--- config.mk ---
export PLATFORM = sky130hd
export DESIGN_NAME = rtp_reorder_buffer
export DESIGN_NICKNAME = d
export VERILOG_FILES = /design/src/design/rtpr_pkg.sv /design/src/design/rtp_reorder_buffer.sv /design/src/design/rtpr_ctrl.sv /design/src/design/rtpr_dp.sv
export SDC_FILE = /design/constraint.sdc
export NUM_CORES = 2
export LEC_CHECK = 0
export CAP_MARGIN = 20
export CELL_PAD_IN_SITES_DETAIL_PLACEMENT = 1
export CELL_PAD_IN_SITES_GLOBAL_PLACEMENT = 1
export CORE_MARGIN = 2
export CORE_UTILIZATION = 54
export DETAILED_ROUTE_END_ITERATION = 7
export DONT_BUFFER_PORTS = 1
export PLACE_DENSITY_LB_ADDON = 0.25
export SLEW_MARGIN = 20
export SYNTH_ARGS = -nofsm -noshare
export SYNTH_HDL_FRONTEND = slang
export SYNTH_SLANG_ARGS = --single-unit
--- constraint.sdc ---
create_clock -name clk -period 10.1 [get_ports clk]
set_input_delay 1.01 -clock clk [delete_from_list [all_inputs] [get_ports clk]]
set_output_delay 1.01 -clock clk [all_outputs]
set_load 0.03 [all_outputs]
--- src/design/rtpr_pkg.sv ---
// ----------------------------------------------------------------------------
// rtpr_pkg
// Shared types and constants of the packet reorder buffer.
// ----------------------------------------------------------------------------
package rtpr_pkg;

	localparam int DEPTH_DEF = 32;
	localparam int SEQ_W     = 16;
	localparam int TAG_W     = 32;
	localparam int LEN_W     = 16;
	localparam int CNT_W     = 32;
	localparam int WS_W      = 6;
	localparam int SIZE_MIN  = 4;
	localparam logic [WS_W-1:0] WS_RESET = 6'd32;

	localparam logic OP_PUSH   = 1'b0;
	localparam logic OP_FLUSH  = 1'b1;
	localparam logic KIND_REL  = 1'b0;
	localparam logic KIND_STAT = 1'b1;

	typedef enum logic [1:0] {
		OUT_OK    = 2'd0,
		OUT_DISC  = 2'd1,
		OUT_RESET = 2'd2
	} outcome_t;

	typedef enum logic [3:0] {
		S_IDLE,
		S_CLASSIFY,
		S_FLUSH,
		S_AHEAD,
		S_DRAIN,
		S_ADV,
		S_STORE,
		S_REL_NEW,
		S_STATUS
	} state_t;

	typedef enum logic [1:0] {
		L_FLUSH,
		L_AHEAD,
		L_DRAIN
	} loop_t;

	typedef struct packed {
		logic load;
		logic clr_first;
		logic store;
		logic set_end;
		logic discard;
		logic set_reset;
		logic advance;
		logic emit_new;
		logic emit_status;
	} cmd_t;

	typedef struct packed {
		logic first;
		logic in_win;
		logic slot_busy;
		logic ahead;
		logic late;
		logic end_valid;
		logic ahead_more;
		logic cur_full;
		logic out_free;
	} stat_t;

endpackage

--- src/design/rtp_reorder_buffer.sv ---
// ----------------------------------------------------------------------------
// rtp_reorder_buffer
// Sequence-number reorder window for packet tags, with statistics.
// ----------------------------------------------------------------------------
//  channel  handshake            payload
//  in       in_valid/in_ready    opcode, seq_num, packet_tag, packet_length
//  out      out_valid/out_ready  kind, out_tag, out_seq, outcome, counters, last
//  cfg      cfg_we               cfg_wdata (window size)
//
// A request passes one accept state, one classify state for a push, a check and
// then an act state per slot walked by the advance, flush or drain loops (the act
// state works on the registered tag memory read; a release leaves in it) plus one
// final check, one state to store a packet ahead of the window, one to release a
// restarting packet and one for the status.
// Reset empties the window. A stalled output holds the sequencer in its
// emitting state.
// ----------------------------------------------------------------------------
module rtp_reorder_buffer #(
	parameter int DEPTH = rtpr_pkg::DEPTH_DEF
) (
	input  logic                          clk,
	input  logic                          arst_n,
	input  logic                          cfg_we,
	input  logic [rtpr_pkg::WS_W-1:0]     cfg_wdata,
	input  logic                          in_valid,
	output logic                          in_ready,
	input  logic                          opcode,
	input  logic [rtpr_pkg::SEQ_W-1:0]    seq_num,
	input  logic [rtpr_pkg::TAG_W-1:0]    packet_tag,
	input  logic [rtpr_pkg::LEN_W-1:0]    packet_length,
	output logic                          out_valid,
	input  logic                          out_ready,
	output logic                          kind,
	output logic [rtpr_pkg::TAG_W-1:0]    out_tag,
	output logic [rtpr_pkg::SEQ_W-1:0]    out_seq,
	output logic [1:0]                    outcome,
	output logic [rtpr_pkg::CNT_W-1:0]    packets_total,
	output logic [rtpr_pkg::CNT_W-1:0]    bytes_total,
	output logic [rtpr_pkg::CNT_W-1:0]    discarded_total,
	output logic [rtpr_pkg::CNT_W-1:0]    lost_total,
	output logic                          last
);

	rtpr_pkg::cmd_t  cmd;
	rtpr_pkg::stat_t st;

	rtpr_ctrl u_ctrl (
		.clk      (clk),
		.arst_n   (arst_n),
		.in_valid (in_valid),
		.opcode   (opcode),
		.in_ready (in_ready),
		.st       (st),
		.cmd      (cmd)
	);

	rtpr_dp #(
		.DEPTH (DEPTH)
	) u_dp (
		.clk             (clk),
		.arst_n          (arst_n),
		.cfg_we          (cfg_we),
		.cfg_wdata       (cfg_wdata),
		.opcode          (opcode),
		.seq_num         (seq_num),
		.packet_tag      (packet_tag),
		.packet_length   (packet_length),
		.cmd             (cmd),
		.st              (st),
		.out_ready       (out_ready),
		.out_valid       (out_valid),
		.kind            (kind),
		.out_tag         (out_tag),
		.out_seq         (out_seq),
		.outcome         (outcome),
		.packets_total   (packets_total),
		.bytes_total     (bytes_total),
		.discarded_total (discarded_total),
		.lost_total      (lost_total),
		.last            (last)
	);

endmodule

--- src/design/rtpr_ctrl.sv ---
// ----------------------------------------------------------------------------
// rtpr_ctrl
// Command sequencer: classifies a request and walks the window advance loops.
// ----------------------------------------------------------------------------
module rtpr_ctrl (
	input  logic            clk,
	input  logic            arst_n,
	input  logic            in_valid,
	input  logic            opcode,
	output logic            in_ready,
	input  rtpr_pkg::stat_t st,
	output rtpr_pkg::cmd_t  cmd
);

	rtpr_pkg::state_t state_q, state_d;
	rtpr_pkg::loop_t  ret_q, ret_d;
	logic             restart_q, restart_d;

	always_ff @(posedge clk or negedge arst_n) begin
		if (!arst_n) begin
			state_q   <= rtpr_pkg::S_IDLE;
			ret_q     <= rtpr_pkg::L_DRAIN;
			restart_q <= 1'b0;
		end else begin
			state_q   <= state_d;
			ret_q     <= ret_d;
			restart_q <= restart_d;
		end
	end

	always_comb begin
		state_d   = state_q;
		ret_d     = ret_q;
		restart_d = restart_q;
		unique case (state_q)
			rtpr_pkg::S_IDLE: begin
				if (in_valid) begin
					restart_d = 1'b0;
					state_d = (opcode == rtpr_pkg::OP_PUSH) ? rtpr_pkg::S_CLASSIFY
						: rtpr_pkg::S_FLUSH;
				end
			end
			rtpr_pkg::S_CLASSIFY: begin
				if (st.first) state_d = rtpr_pkg::S_REL_NEW;
				else if (st.in_win) state_d = rtpr_pkg::S_DRAIN;
				else if (st.ahead) state_d = rtpr_pkg::S_AHEAD;
				else if (st.late) state_d = rtpr_pkg::S_DRAIN;
				else begin
					restart_d = 1'b1;
					state_d = rtpr_pkg::S_FLUSH;
				end
			end
			rtpr_pkg::S_FLUSH: begin
				if (st.end_valid) begin
					ret_d = rtpr_pkg::L_FLUSH;
					state_d = rtpr_pkg::S_ADV;
				end else begin
					state_d = restart_q ? rtpr_pkg::S_REL_NEW : rtpr_pkg::S_STATUS;
				end
			end
			rtpr_pkg::S_AHEAD: begin
				if (st.ahead_more) begin
					ret_d = rtpr_pkg::L_AHEAD;
					state_d = rtpr_pkg::S_ADV;
				end else begin
					state_d = rtpr_pkg::S_STORE;
				end
			end
			rtpr_pkg::S_DRAIN: begin
				if (st.cur_full) begin
					ret_d = rtpr_pkg::L_DRAIN;
					state_d = rtpr_pkg::S_ADV;
				end else begin
					state_d = rtpr_pkg::S_STATUS;
				end
			end
			rtpr_pkg::S_ADV: begin
				if (!st.cur_full || st.out_free) begin
					unique case (ret_q)
						rtpr_pkg::L_FLUSH: state_d = rtpr_pkg::S_FLUSH;
						rtpr_pkg::L_AHEAD: state_d = rtpr_pkg::S_AHEAD;
						default:           state_d = rtpr_pkg::S_DRAIN;
					endcase
				end
			end
			rtpr_pkg::S_STORE: state_d = rtpr_pkg::S_DRAIN;
			rtpr_pkg::S_REL_NEW: begin
				if (st.out_free) state_d = rtpr_pkg::S_DRAIN;
			end
			rtpr_pkg::S_STATUS: begin
				if (st.out_free) state_d = rtpr_pkg::S_IDLE;
			end
			default: state_d = rtpr_pkg::S_IDLE;
		endcase
	end

	always_comb begin
		cmd      = '0;
		in_ready = 1'b0;
		unique case (state_q)
			rtpr_pkg::S_IDLE: begin
				in_ready = 1'b1;
				cmd.load = in_valid;
			end
			rtpr_pkg::S_CLASSIFY: begin
				if (st.first) begin
					cmd.clr_first = 1'b1;
				end else if (st.in_win) begin
					cmd.store   = !st.slot_busy;
					cmd.discard = st.slot_busy;
				end else if (st.ahead) begin
					cmd.store = 1'b0;
				end else if (st.late) begin
					cmd.discard = 1'b1;
				end else begin
					cmd.set_reset = 1'b1;
				end
			end
			rtpr_pkg::S_ADV:     cmd.advance = !st.cur_full || st.out_free;
			rtpr_pkg::S_STORE: begin
				cmd.store   = 1'b1;
				cmd.set_end = 1'b1;
			end
			rtpr_pkg::S_REL_NEW: cmd.emit_new = st.out_free;
			rtpr_pkg::S_STATUS:  cmd.emit_status = st.out_free;
			default: ;
		endcase
	end

endmodule

--- src/design/rtpr_dp.sv ---
// ----------------------------------------------------------------------------
// rtpr_dp
// Window state, slot tag memory, statistics counters and the result register.
// ----------------------------------------------------------------------------
module rtpr_dp #(
	parameter int DEPTH = rtpr_pkg::DEPTH_DEF
) (
	input  logic                          clk,
	input  logic                          arst_n,
	input  logic                          cfg_we,
	input  logic [rtpr_pkg::WS_W-1:0]     cfg_wdata,
	input  logic                          opcode,
	input  logic [rtpr_pkg::SEQ_W-1:0]    seq_num,
	input  logic [rtpr_pkg::TAG_W-1:0]    packet_tag,
	input  logic [rtpr_pkg::LEN_W-1:0]    packet_length,
	input  rtpr_pkg::cmd_t                cmd,
	output rtpr_pkg::stat_t               st,
	input  logic                          out_ready,
	output logic                          out_valid,
	output logic                          kind,
	output logic [rtpr_pkg::TAG_W-1:0]    out_tag,
	output logic [rtpr_pkg::SEQ_W-1:0]    out_seq,
	output logic [1:0]                    outcome,
	output logic [rtpr_pkg::CNT_W-1:0]    packets_total,
	output logic [rtpr_pkg::CNT_W-1:0]    bytes_total,
	output logic [rtpr_pkg::CNT_W-1:0]    discarded_total,
	output logic [rtpr_pkg::CNT_W-1:0]    lost_total,
	output logic                          last
);

	// the 6-bit size register never selects more than 63 slots
	localparam int SLOTS = (DEPTH < 64) ? DEPTH : 64;
	localparam int IW    = $clog2(SLOTS);

	logic [rtpr_pkg::WS_W-1:0]  ws_q;
	logic [SLOTS-1:0]           full_q;
	logic [rtpr_pkg::TAG_W-1:0] mem [SLOTS];
	logic [rtpr_pkg::TAG_W-1:0] rd_q;
	logic [rtpr_pkg::SEQ_W-1:0] next_q, end_q, seq_q;
	logic [rtpr_pkg::TAG_W-1:0] tag_q;
	logic [IW-1:0]              rs_q;
	logic                       endv_q, first_q;
	logic [1:0]                 oc_q;
	logic [rtpr_pkg::CNT_W-1:0] pk_q, by_q, di_q, lo_q;

	logic [6:0]                 size7;
	logic [IW:0]                size;
	logic [rtpr_pkg::SEQ_W-1:0] size16, endv, lo_late, offs;
	logic [rtpr_pkg::SEQ_W-1:0] dist_floor;
	logic [IW:0]                sum;
	logic [IW-1:0]              idx, rs_inc;

	always_comb begin
		if (ws_q < rtpr_pkg::WS_W'(rtpr_pkg::SIZE_MIN)) size7 = 7'(rtpr_pkg::SIZE_MIN);
		else if (int'(ws_q) > DEPTH) size7 = 7'(DEPTH);
		else size7 = {1'b0, ws_q};
	end
	assign size   = size7[IW:0];
	assign size16 = rtpr_pkg::SEQ_W'(size);
	assign endv   = endv_q ? end_q : next_q;

	// slot of the held sequence number, offset stays below the size
	assign offs = seq_q - next_q;
	assign sum  = {1'b0, rs_q} + offs[IW:0];
	assign idx  = (sum >= size) ? IW'(sum - size) : sum[IW-1:0];
	assign rs_inc = ({1'b0, rs_q} + 1'b1 == size) ? '0 : IW'({1'b0, rs_q} + 1'b1);

	assign lo_late = endv - (size16 << 1);

	assign dist_floor = next_q - (seq_q - (size16 - 16'd1));

	always_comb begin
		st.first      = first_q;
		st.in_win     = (seq_q - next_q) <= (endv - next_q);
		st.slot_busy  = full_q[idx];
		st.ahead      = (seq_q - endv) <= (size16 - 16'd1);
		st.late       = (seq_q - lo_late) <= (next_q - lo_late);
		st.end_valid  = endv_q;
		st.ahead_more = dist_floor[rtpr_pkg::SEQ_W-1];
		st.cur_full   = full_q[rs_q];
		st.out_free   = !out_valid || out_ready;
	end

	always_ff @(posedge clk) begin
		if (cmd.store) mem[idx] <= tag_q;
		rd_q <= mem[rs_q];
	end

	always_ff @(posedge clk) begin
		if (cmd.load) begin
			seq_q <= seq_num;
			tag_q <= packet_tag;
		end
	end

	always_ff @(posedge clk or negedge arst_n) begin
		if (!arst_n) begin
			ws_q    <= rtpr_pkg::WS_RESET;
			full_q  <= '0;
			next_q  <= '0;
			end_q   <= '0;
			rs_q    <= '0;
			endv_q  <= 1'b0;
			first_q <= 1'b1;
			oc_q    <= rtpr_pkg::OUT_OK;
			pk_q    <= '0;
			by_q    <= '0;
			di_q    <= '0;
			lo_q    <= '0;
		end else if (cfg_we) begin
			// empty the window, keep next_seq and counters
			ws_q    <= cfg_wdata;
			full_q  <= '0;
			rs_q    <= '0;
			endv_q  <= 1'b0;
			first_q <= 1'b1;
		end else begin
			if (cmd.load) begin
				oc_q <= rtpr_pkg::OUT_OK;
				if (opcode == rtpr_pkg::OP_PUSH) begin
					pk_q <= pk_q + 1'b1;
					by_q <= by_q + rtpr_pkg::CNT_W'(packet_length);
				end
			end
			if (cmd.clr_first) first_q <= 1'b0;
			if (cmd.store) full_q[idx] <= 1'b1;
			if (cmd.set_end) begin
				endv_q <= 1'b1;
				end_q  <= seq_q;
			end
			if (cmd.discard) begin
				di_q <= di_q + 1'b1;
				oc_q <= rtpr_pkg::OUT_DISC;
			end
			if (cmd.set_reset) oc_q <= rtpr_pkg::OUT_RESET;
			if (cmd.advance) begin
				if (full_q[rs_q]) full_q[rs_q] <= 1'b0;
				else lo_q <= lo_q + 1'b1;
				if (endv_q && next_q == end_q) endv_q <= 1'b0;
				next_q <= next_q + 1'b1;
				rs_q   <= rs_inc;
			end
			if (cmd.emit_new) begin
				next_q <= seq_q + 1'b1;
				endv_q <= 1'b0;
			end
		end
	end

	logic emit;
	assign emit = (cmd.advance && full_q[rs_q]) || cmd.emit_new || cmd.emit_status;

	always_ff @(posedge clk or negedge arst_n) begin
		if (!arst_n) out_valid <= 1'b0;
		else if (emit) out_valid <= 1'b1;
		else if (out_ready) out_valid <= 1'b0;
	end

	always_ff @(posedge clk) begin
		if (emit) begin
			kind            <= cmd.emit_status ? rtpr_pkg::KIND_STAT : rtpr_pkg::KIND_REL;
			out_tag         <= cmd.emit_status ? '0 : (cmd.emit_new ? tag_q : rd_q);
			out_seq         <= cmd.emit_status ? '0 : (cmd.emit_new ? seq_q : next_q);
			outcome         <= cmd.emit_status ? oc_q : rtpr_pkg::OUT_OK;
			packets_total   <= cmd.emit_status ? pk_q : '0;
			bytes_total     <= cmd.emit_status ? by_q : '0;
			discarded_total <= cmd.emit_status ? di_q : '0;
			lost_total      <= cmd.emit_status ? lo_q : '0;
			last            <= cmd.emit_status;
		end
	end

	a_emit_free: assert property (@(posedge clk) disable iff (!arst_n)
		emit |-> (!out_valid || out_ready))
		else $error("result overwritten while stalled");
	a_rs_range: assert property (@(posedge clk) disable iff (!arst_n)
		{1'b0, rs_q} < size)
		else $error("read slot beyond window size");
	a_span: assert property (@(posedge clk) disable iff (!arst_n)
		endv_q |-> ((end_q - next_q) < size16))
		else $error("window span exceeds size");
	a_adv_excl: assert property (@(posedge clk) disable iff (!arst_n)
		cmd.advance |-> !(cmd.store || cmd.emit_new || cmd.load))
		else $error("advance overlaps another command");

endmodule

==> impl_results.rst <==
.. list-table::
   :header-rows: 1

   * - Metric
     - Value
   * - Core Region
     - 120000 um2
   * - Die Width
     - 352 um
   * - Antenna violations before repair
     - 6
   * - Ys async rst share
     - 14.4%
   * - Buffer levels on the longest clock path
     - 3
   * - Tot GR Track Use
     - 28.7%
   * - Post-layout nets
     - 4520
   * - Crit Reg-Reg Startpoint
     - u_dp.endv_q
   * - Largest family of logic cells by synthesized area
     - multiplexers
   * - Number of flops mapped to enable cells by yosys
     - 1251
   * - Cell count after synthesis
     - 4206
   * - Final hold viol count
     - 0
   * - Compound-Gate Fraction of Synth Area
     - 7.16%
   * - Number of placed I/O pins
     - 258
   * - CP startpoint kind
     - register
   * - Number of filler cells placed in the layout
     - 10800
   * - Seq/Total Area, Yosys
     - 66.8%
   * - Post-Route Skew
     - 45.4 ps
   * - Total of max-cap violations
     - 0
   * - Primary flip-flop cell chosen by synthesis mapping
     - sky130_fd_sc_hd__edfxtp_1
   * - Number of distinct library cell variants in the gate-level netlist after synthesis
     - 83
   * - Worst Setup Path Type
     - reg2reg
   * - First-pass GRT wire length
     - 261000 um
   * - Final wirelength
     - 175000 um
   * - Share of cell area taken by muxes after synthesis
     - 9.67%
   * - Synthesized area
     - 65200 um2
   * - Portion of the clock cycle consumed by the worst path in the final layout
     - 83.3%
   * - # DRC
     - 0
   * - CTS H-Tree Depth
     - 4
   * - Run status
     - finished, final reports clean
   * - Worst-path cell with the longest stage delay
     - sky130_fd_sc_hd__inv_2
   * - Wirelength per Cell
     - 29.3 um
   * - Number of global-route vias before repair
     - 40300
   * - Crit-path max FO
     - 32
   * - Worst vdd ir
     - 0.347 mV
   * - Clock net sink count
     - 1498
   * - Initial DRC count
     - 3471
   * - Total Die Area
     - 124000 um2
   * - Share of post-route cells with drive strength above 1
     - 15.3%
   * - Critical path cell sequence
     - inv_1 -> a21boi_0 -> inv_1 -> fa_1 -> a21o_1 -> a21oi_1 -> o21bai_1 -> a21oi_1 -> o21bai_1 -> a21oi_1 -> o211ai_1 -> a31o_2 -> a21oi_1 -> xor2_1 -> ha_1 -> a21o_1 -> a21o_1 -> a2111oi_0 -> a211o_1 -> nand4_1 -> a21oi_1 -> o21ai_0 -> inv_2
   * - Adder-cell area share of the yosys netlist
     - 4.05%
   * - Xor and xnor area share after synthesis
     - 3.17%
   * - Slew Viols, Final
     - 0
   * - # port buffers
     - 0
   * - Post-DR vias/cell
     - 6.34
   * - Worst slew slack as a fraction of its limit
     - 21.7%
   * - Sum of negative setup slack
     - 0 ps
   * - Clock-pin transition on the worst setup and hold timing paths
     - 60 ps
   * - Least-Margin Pin Slew
     - 1180 ps
   * - Longest individual stage delay on the worst path
     - 880 ps
   * - CP required
     - 10500 ps
   * - Count of vias placed by the detailed router
     - 38000
   * - Site Rows
     - 127
   * - Simple-gate portion of the synthesized area
     - 6.80%
   * - Die boundary height
     - 352 um
   * - Final GP Congestion
     - 0.917
   * - Class of the tightest hold or removal check
     - in2async
   * - Cell seen most often among critical-path stages
     - sky130_fd_sc_hd__a21oi_1
   * - Worst-Skew Late Latency
     - 810 ps
   * - Tmin final
     - 8410 ps
   * - Count of final setup violators
     - 0
   * - Root Buffer Master
     - sky130_fd_sc_hd__clkbuf_16
   * - Synthesized flop and latch total
     - 1498
   * - Effective utilization at floorplan
     - 54.5%
   * - P per Cell Area
     - 310 nW/um2
   * - Post-route core utilization
     - 60.4%
   * - Clock buffers created by TritonCTS
     - 152
   * - Buffers inserted by post-CTS timing repair
     - 0
   * - DRT Pass-1 Iters
     - 6
   * - Global-route congestion overflow total
     - 0
   * - Static Leakage
     - 0.0258 uW
   * - Count of warnings emitted by yosys
     - 0
   * - Clock tree from TritonCTS
     - built
   * - HPWL after detailed placement
     - 107000 um
   * - Setup repair after global routing missed its margin
     - false
   * - Mean post-synth cell area
     - 15.5 um2
   * - Worst setup startpoint
     - u_dp.endv_q
   * - P&R area growth vs syn
     - 11.0%
   * - Worst Setup End Kind
     - register
   * - Antenna Violating Nets Remaining
     - 0
   * - Data arrival time of the critical path
     - 8810 ps
   * - Achievable clock frequency
     - 119 MHz
   * - Largest net degree at the start of global routing
     - 213
==> placed cells by master, fill, tap and decap left out, types with 32 or more instances in the layout <==
master | Yosys | routed
sky130_fd_sc_hd__and3_1 | 157 | 156
sky130_fd_sc_hd__clkbuf_1 | 148 | 46
sky130_fd_sc_hd__dfxtp_1 | 32 | 32
sky130_fd_sc_hd__nand2_1 | 261 | 261
sky130_fd_sc_hd__mux4_2 | 264 | 264
sky130_fd_sc_hd__edfxtp_1 | 1251 | 1251
sky130_fd_sc_hd__a22oi_1 | 132 | 132
sky130_fd_sc_hd__xor2_1 | 101 | 101
sky130_fd_sc_hd__nor2_1 | 134 | 133
sky130_fd_sc_hd__xnor2_1 | 135 | 135
sky130_fd_sc_hd__o21ai_0 | 123 | 123
sky130_fd_sc_hd__nand3_1 | 70 | 69
sky130_fd_sc_hd__ha_1 | 172 | 172
sky130_fd_sc_hd__nor3_1 | 64 | 58
sky130_fd_sc_hd__dfrtp_1 | 212 | 210
sky130_fd_sc_hd__inv_1 | 208 | 174
sky130_fd_sc_hd__nand4_1 | 73 | 73
sky130_fd_sc_hd__clkbuf_16 | 0 | 155
sky130_fd_sc_hd__buf_4 | 2 | 35
sky130_fd_sc_hd__a21o_1 | 34 | 34
sky130_fd_sc_hd__a21oi_1 | 157 | 157
sky130_fd_sc_hd__a221oi_1 | 33 | 33
==> metal layers <==
layer	up-vias	track usage, %	wire length (um)
met5	-	0	54
met4	8	11.2	6560
met1	19800	37.8	69400
li1	16400	-	-
met2	1474	47.6	87400
met3	320	5.36	11900
==> cells in the mapped netlist (25+ instances only) <==
| master | n | area (um2) |
|---|---|---|
| sky130_fd_sc_hd__nand4_1 | 73 | 457 |
| sky130_fd_sc_hd__nor3_1 | 64 | 320 |
| sky130_fd_sc_hd__nand3_1 | 70 | 350 |
| sky130_fd_sc_hd__a221oi_1 | 33 | 289 |
| sky130_fd_sc_hd__o21ai_0 | 123 | 616 |
| sky130_fd_sc_hd__mux2_2 | 25 | 282 |
| sky130_fd_sc_hd__dfxtp_1 | 32 | 641 |
| sky130_fd_sc_hd__inv_1 | 208 | 781 |
| sky130_fd_sc_hd__o211ai_1 | 30 | 225 |
| sky130_fd_sc_hd__ha_1 | 172 | 2150 |
| sky130_fd_sc_hd__nand2_1 | 261 | 980 |
| sky130_fd_sc_hd__xnor2_1 | 135 | 1180 |
| sky130_fd_sc_hd__a21o_1 | 34 | 255 |
| sky130_fd_sc_hd__and3_1 | 157 | 982 |
| sky130_fd_sc_hd__dfrtp_1 | 212 | 5310 |
| sky130_fd_sc_hd__a22oi_1 | 132 | 991 |
| sky130_fd_sc_hd__mux4_2 | 264 | 5950 |
| sky130_fd_sc_hd__a21boi_0 | 27 | 203 |
| sky130_fd_sc_hd__nor2b_1 | 29 | 181 |
| sky130_fd_sc_hd__edfxtp_1 | 1251 | 37600 |
| sky130_fd_sc_hd__nor2_1 | 134 | 503 |
| sky130_fd_sc_hd__clkbuf_1 | 148 | 556 |
| sky130_fd_sc_hd__a21oi_1 | 157 | 786 |
| sky130_fd_sc_hd__buf_1 | 37 | 139 |
| sky130_fd_sc_hd__xor2_1 | 101 | 885 |
==> sequential cells by signal, indices dropped and copies added, names as in the netlist, 4 cells and up <==
register,cells
u_dp.bytes_total,32
u_dp.rs_q,5
u_dp.discarded_total,32
u_ctrl.state_q,4
u_dp.mem,1024
u_dp.lost_total,32
u_dp.lo_q,32
u_dp.full_q,32
u_dp.end_q,16
u_dp.seq_q,16
u_dp.next_q,16
u_dp.by_q,32
u_dp.rd_q,32
u_dp.out_tag,32
u_dp.tag_q,32
u_dp.di_q,32
u_dp.pk_q,32
u_dp.ws_q,6
u_dp.packets_total,32
u_dp.out_seq,16
==> metrics by stage <==
| step | total power (uW) | cells | hold slack [ps] | instance area, um2 | worst slack, ps |
|---|---|---|---|---|---|
| detailed placement | 16800 | 5682 | 455 | 67000 | 1940 |
| CTS | 22400 | 5965 | 29.5 | 72000 | 1860 |
| global route | 23600 | 5989 | 48.3 | 72400 | 1240 |
| global placement | 16500 | 5681 | 450 | 67000 | 2120 |
| finish | 22400 | 5991 | 75.3 | 72400 | 1690 |
| floorplan | 14200 | 4225 | 434 | 65300 | 1930 |
==> logic make-up after synthesis <==
group | count (synthesis)
AOI/OAI and AO/OA | 688
xor gates and xnor gates | 236
adders and majority gates | 198
buffers and inverters | 401
DFF | 1498
muxes | 297
other | 2
and+or+nand+nor | 886
==> timing repair <==
action / 4_1_cts / 5_1_grt
gates resized for setup: 0 / 0
hold buffers: 1 / 0
hold endpoints to repair: 212 / 0
==> where the power goes <==
group / switching, uW / internal (uW)
Combinational: 5200 / 3300
Clock: 2410 / 3210
Sequential: 818 / 7490
==> area by class of cell <==
| cell class | instances | area (um2) | share of cell area (%) |
|---|---|---|---|
| clock inverter | 63 | 667 | 0.921 |
| timing repair buffer | 62 | 747 | 1.03 |
| sequential | 1498 | 43600 | 60.2 |
| inverter | 209 | 788 | 1.09 |
| antenna | 2 | 5.00 | 0.00691 |
| tap | 1612 | 2020 | 2.79 |
| multi-input combinational | 2326 | 20300 | 28.0 |
| clock buffer | 219 | 4300 | 5.94 |
==> worst max-delay path: cells and delay by family, from the launching register on <==
family,cells,cell delay (ps)
DFF,1,540
AOI/OAI and AO/OA,16,5000
and+or+nand+nor,1,150
adders and majority gates,2,770
xor gates and xnor gates,1,180
buffers and inverters,3,1370
==> path summary, 6_finish.rpt <==
kind / end / slack [ps] / cells past startpoint
worst max-delay path: u_dp.mem[31][28] / 1690 / 23
worst min-delay path: u_dp.first_q / 80 / 0
worst max register to register: u_dp.mem[31][28] / 1690 / 23
worst min register to register: u_dp.by_q[31] / 460 / 1
max in group asynchronous: u_dp.by_q[11] / 8830 / 2
min in group clk: u_dp.tag_q[12] / 310 / 0
(Power assumes the default switching activity.)
